<file path="src/droplet_photon_placer_top_assert.svh">
// ----------------------------------------------------------------------------
// droplet photon placer assertion macros
// concurrent check macros, compiled away when NO_ASSERTIONS is set
// ----------------------------------------------------------------------------
`ifndef DROPLET_PHOTON_PLACER_TOP_ASSERT_SVH
`define DROPLET_PHOTON_PLACER_TOP_ASSERT_SVH
`ifndef NO_ASSERTIONS
`define DPP_ASSERT(lbl, prop, msg) \
  lbl: assert property (@(posedge clk) disable iff (!rst_n) prop) else $error(msg);
`define DPP_NEVER(lbl, cond, msg) \
  lbl: assert property (@(posedge clk) disable iff (!rst_n) !(cond)) else $error(msg);
`else
`define DPP_ASSERT(lbl, prop, msg)
`define DPP_NEVER(lbl, cond, msg)
`endif
`endif

</file>
<file path="src/dpp_pkg.sv">
// ----------------------------------------------------------------------------
// dpp_pkg
// shared types and constants of the droplet photon placer
// ----------------------------------------------------------------------------
package dpp_pkg;

  localparam int PIXELS_DEF      = 65536;
  localparam int MAX_PHOTONS_DEF = 64;

  localparam logic signed [31:0] ADU_FLOOR = -32'sd100000000;
  localparam logic [15:0]        APP_RESET = 16'd1;

  localparam logic [1:0] KIND_LOAD  = 2'd0;
  localparam logic [1:0] KIND_DROP  = 2'd1;
  localparam logic [1:0] KIND_READ  = 2'd2;

  // controller to datapath
  typedef struct packed {
    logic clr;
    logic accept;
    logic walk_rd;
    logic walk_cmp;
    logic upd_rd;
    logic upd_wr;
    logic cnt_rd;
    logic rd_out;
  } cmd_t;

  // datapath to controller
  typedef struct packed {
    logic       clr_last;
    logic       in_valid;
    logic [1:0] kind;
    logic       ok;
    logic       zero_n;
    logic       walk_end;
    logic       last_photon;
    logic       out_free;
  } st_t;

endpackage

</file>
<file path="src/dpp_ctrl.sv">
// ----------------------------------------------------------------------------
// dpp_ctrl
// sequencer: clearing pass, item decode, walk, update and result hand-off
// ----------------------------------------------------------------------------
module dpp_ctrl (
  input  logic          clk,
  input  logic          rst_n,
  input  dpp_pkg::st_t  st,
  output dpp_pkg::cmd_t cmd,
  output logic          in_ready
);
  import dpp_pkg::*;

  typedef enum logic [7:0] {
    S_CLEAR   = 8'b0000_0001,
    S_IDLE    = 8'b0000_0010,
    S_WALK_RD = 8'b0000_0100,
    S_WALK_CMP= 8'b0000_1000,
    S_UPD_RD  = 8'b0001_0000,
    S_UPD_WR  = 8'b0010_0000,
    S_CNT_RD  = 8'b0100_0000,
    S_CNT_OUT = 8'b1000_0000
  } state_t;

  state_t state_r, state_nxt;

  always_ff @(posedge clk) begin
    if (!rst_n) begin
      state_r <= S_CLEAR;
    end else begin
      state_r <= state_nxt;
    end
  end

  always_comb begin
    state_nxt = state_r;
    cmd       = '0;
    in_ready  = 1'b0;
    case (state_r)
      S_CLEAR: begin
        cmd.clr = 1'b1;
        if (st.clr_last) state_nxt = S_IDLE;
      end
      S_IDLE: begin
        in_ready = 1'b1;
        if (st.in_valid) begin
          cmd.accept = 1'b1;
          if (st.kind == KIND_DROP && st.ok && !st.zero_n) state_nxt = S_WALK_RD;
          else if (st.kind == KIND_READ) state_nxt = S_CNT_RD;
        end
      end
      S_WALK_RD: begin
        cmd.walk_rd = 1'b1;
        state_nxt   = S_WALK_CMP;
      end
      S_WALK_CMP: begin
        cmd.walk_cmp = 1'b1;
        state_nxt    = st.walk_end ? S_UPD_RD : S_WALK_RD;
      end
      S_UPD_RD: begin
        cmd.upd_rd = 1'b1;
        state_nxt  = S_UPD_WR;
      end
      S_UPD_WR: begin
        // keep reading the chosen pixel while the result register is busy
        cmd.upd_rd = 1'b1;
        if (st.out_free) begin
          cmd.upd_wr = 1'b1;
          state_nxt  = st.last_photon ? S_IDLE : S_WALK_RD;
        end
      end
      S_CNT_RD: begin
        cmd.cnt_rd = 1'b1;
        state_nxt  = S_CNT_OUT;
      end
      S_CNT_OUT: begin
        cmd.cnt_rd = 1'b1;
        if (st.out_free) begin
          cmd.rd_out = 1'b1;
          state_nxt  = S_IDLE;
        end
      end
      default: state_nxt = S_CLEAR;
    endcase
  end

endmodule

</file>
<file path="config.mk">
export PLATFORM = sky130hd
export DESIGN_NAME = dpp_ctrl
export DESIGN_NICKNAME = d
export VERILOG_FILES = /design/src/droplet_photon_placer_top_assert.svh /design/src/dpp_pkg.sv /design/src/dpp_ctrl.sv
export SDC_FILE = /design/constraint.sdc
export NUM_CORES = 1
export LEC_CHECK = 0
export ABC_AREA = 0
export CAP_MARGIN = 20
export CORE_AREA = 2 2 39 41
export DETAILED_ROUTE_END_ITERATION = 16
export DIE_AREA = 0 0 41 43
export DONT_BUFFER_PORTS = 1
export SLEW_MARGIN = 25
export SYNTH_ARGS = -nofsm -noshare
export SYNTH_HDL_FRONTEND = slang
export SYNTH_SLANG_ARGS = --single-unit
</file>
<file path="constraint.sdc">
create_clock -name clk -period 2.5 [get_ports clk]
set_clock_uncertainty 0.1 [all_clocks]
set_input_delay 0.75 -clock clk [delete_from_list [all_inputs] [get_ports clk]]
set_output_delay 0.75 -clock clk [all_outputs]
set_load 0.03 [all_outputs]
</file>
==> metrics <==
status finished, final reports clean; CTS HTree Levels 1; GP Congestion between 0.7 and 0.8; global-route wire length before repair around 2.3 mm; CTS tree done; vias in the first global route around 540; Worst slew margin 75.2%; main flop type after synthesis dfxtp_1; Post-layout nets ~100; crit path launch type register; initial drt markers 18; Die Y roughly 43 um; FILL cells between 100 and 150; CP Capture Type primary output; worst min-delay path category register to register; DRT antenna net count 0; Final Cycle Share 95.9%; CP max FO 6; crit path DAT 1.55 ns; cell area after synthesis around 620 um^2; Fin Setup TNS 0 ns; leak pwr approximately 0.28 nW; first-pass iteration count of the detailed router 4; Final setup viols 0; VDD IR max between 0.5 and 0.6 mV; number of max-cap violations 0; Worst Setup Slack, final 0.102 ns; RSZ-0062 raised after global routing false; gr usage total 19.8%; # rows 14; CTS Sinks 8; Largest regs state_r: 8 flops; critical path class register to primary output; asr flop ratio synth 0%; Peak Freq roughly 420 MHz; Ports 20; largest reg by FF count state_r; largest net degree at the start of global routing 9; fraction of layout cells with a size suffix above 1 28.4%; PD cells 819 nW/um^2; synthesized net count 90; Avg Cell Area, Syn about 7.8 um^2; measured slew at the worst slew-check pin approximately 0.37 ns; Die Width ~41 um; CTS root buf clkbuf_4; count of final hold-check violations 0; vias per cell roughly 5.8; required time worst endpoint 1.65 ns; Post-Synthesis Cells between 70 and 80; Unique masters post-synth 38; DIE AREA 1760 um^2; area of the core between 1000 and 1500 um^2; Vias between 600 and 700; Starting Density between 40 and 50%; initial antenna violation count 0; Largest register FFs 8; # diodes 0; yosys warns 0; DRC Markers 0; reg-to-reg slack, setup ~0.75 ns; WL final between 1 and 1.5 mm; CTS clk-pin slew, worst paths around 0.050 ns; Final min period ~2.4 ns; Max Root-Sink Buffers 2; Avg WL per Cell approximately 14 um; Setup Slack @ Placement between 0.3 and 0.4 ns; Seq/Total Area, Yosys around 26%; hpwl dp 1.15 mm; synthesis-stage register bit count 8; postcts setup bufs 0; # port buffers 0; Area Growth Syn to Fin 17.2%; GR Overflow Total 0; total power roughly 0.59 mW; multi-input logic area roughly 450 um^2; Slew Viols, Final 0; Reg area 160 um^2; Num CTS Buffers 3; number of flops mapped to enable cells by yosys 0; clk_lat worst skew around 0.25 ns
==> metrics by stage <==
step           hold WS [ns]  instance area [um^2]  std cells  util [%]
6_report              0.498                   724        104      52.4
5_1_grt               0.516                   724        104      52.4
4_1_cts               0.487                   708        104      51.2
3_5_place_dp          0.486                   686        101      49.5
3_3_place_gp          0.481                   686        101      49.5
2_1_floorplan         0.429                   624         79         -
==> metal layers <==
layer  wire length, um  global-route usage [%]  vias up  part of all wire, %
li1                  -                       -      302                    -
met1               636                    26.0      275                   45
met2               657                    27.8       23                   46
met3               102                    6.81        4                  7.1
met4                30                    10.0        0                  2.1
met5                 0                       0        -                    0
==> layout by cell type, fill, tap and decap left out, types with 2 or more instances in the layout <==
master    instances
inv_1             6
nand2b_1          2
nand2_1           6
buf_4             7
nor4_1            3
nor2b_1           3
a21oi_1           6
nor3_1            2
nor4_4            2
nor2_1            9
o21ai_0           2
dfxtp_1           8
clkbuf_4          3
xnor2_1           3
==> cells in the mapped netlist, types with 2 or more instances <==
master    n  area, um^2
o21ai_0   2        10.0
nand2_1   6        22.5
nor2b_1   3        18.8
nand2b_1  2        12.5
dfxtp_1   8         160
nor3_1    2        10.0
xnor2_1   3        26.3
inv_1     6        22.5
a21oi_1   6        30.0
nor2_1    9        33.8
nor4_1    5        31.3
==> worst paths after layout <==
path | end | startpoint | cells past startpoint
min | state_r[3] | state_r[2] | 1
min reg2reg | state_r[3] | state_r[2] | 1
max reg2reg | state_r[3] | state_r[5] | 6
max | cmd[6] | state_r[3] | 5
==> kinds of logic (layout without fill, tap and decap cells) <==
kind of cell	count (synthesis)	in the layout	share of synthesized area, %
DFF	8	8	25.9
buffers and inverters	7	16	5.47
xor gates and xnor gates	3	3	4.25
AOI/OAI and AO/OA	16	16	17.6
and+or+nand+nor	45	45	46.8
==> power by group <==
part	internal [mW]	switching, mW	total (mW)
Clock	0.0548	0.0414	0.0962
Combinational	0.126	0.180	0.307
Sequential	0.147	0.0430	0.190
Total	0.328	0.265	0.593
==> worst max-delay path, cell delays in order, from the launching register on <==
cell,delay (ns)
dfxtp_1,0.38
nor2_1,0.19
nand3_2,0.14
or2_4,0.29
inv_1,0.07
and2_2,0.23
==> repair_timing <==
action / CTS / global route
hold buffers: 0 / 0
resized for setup: 0 / 3
endpoints found under the setup margin: 0 / 3
==> layout make-up <==
cell class                      count  area share [%]
Clock buffer                        3            3.11
Inverter                            6            3.11
Multi-Input combinational cell     64            61.7
Sequential cell                     8            22.1
Tap cell                           16            2.76
Timing Repair Buffer                7            7.25
Power figures use the tool's default switching activity.
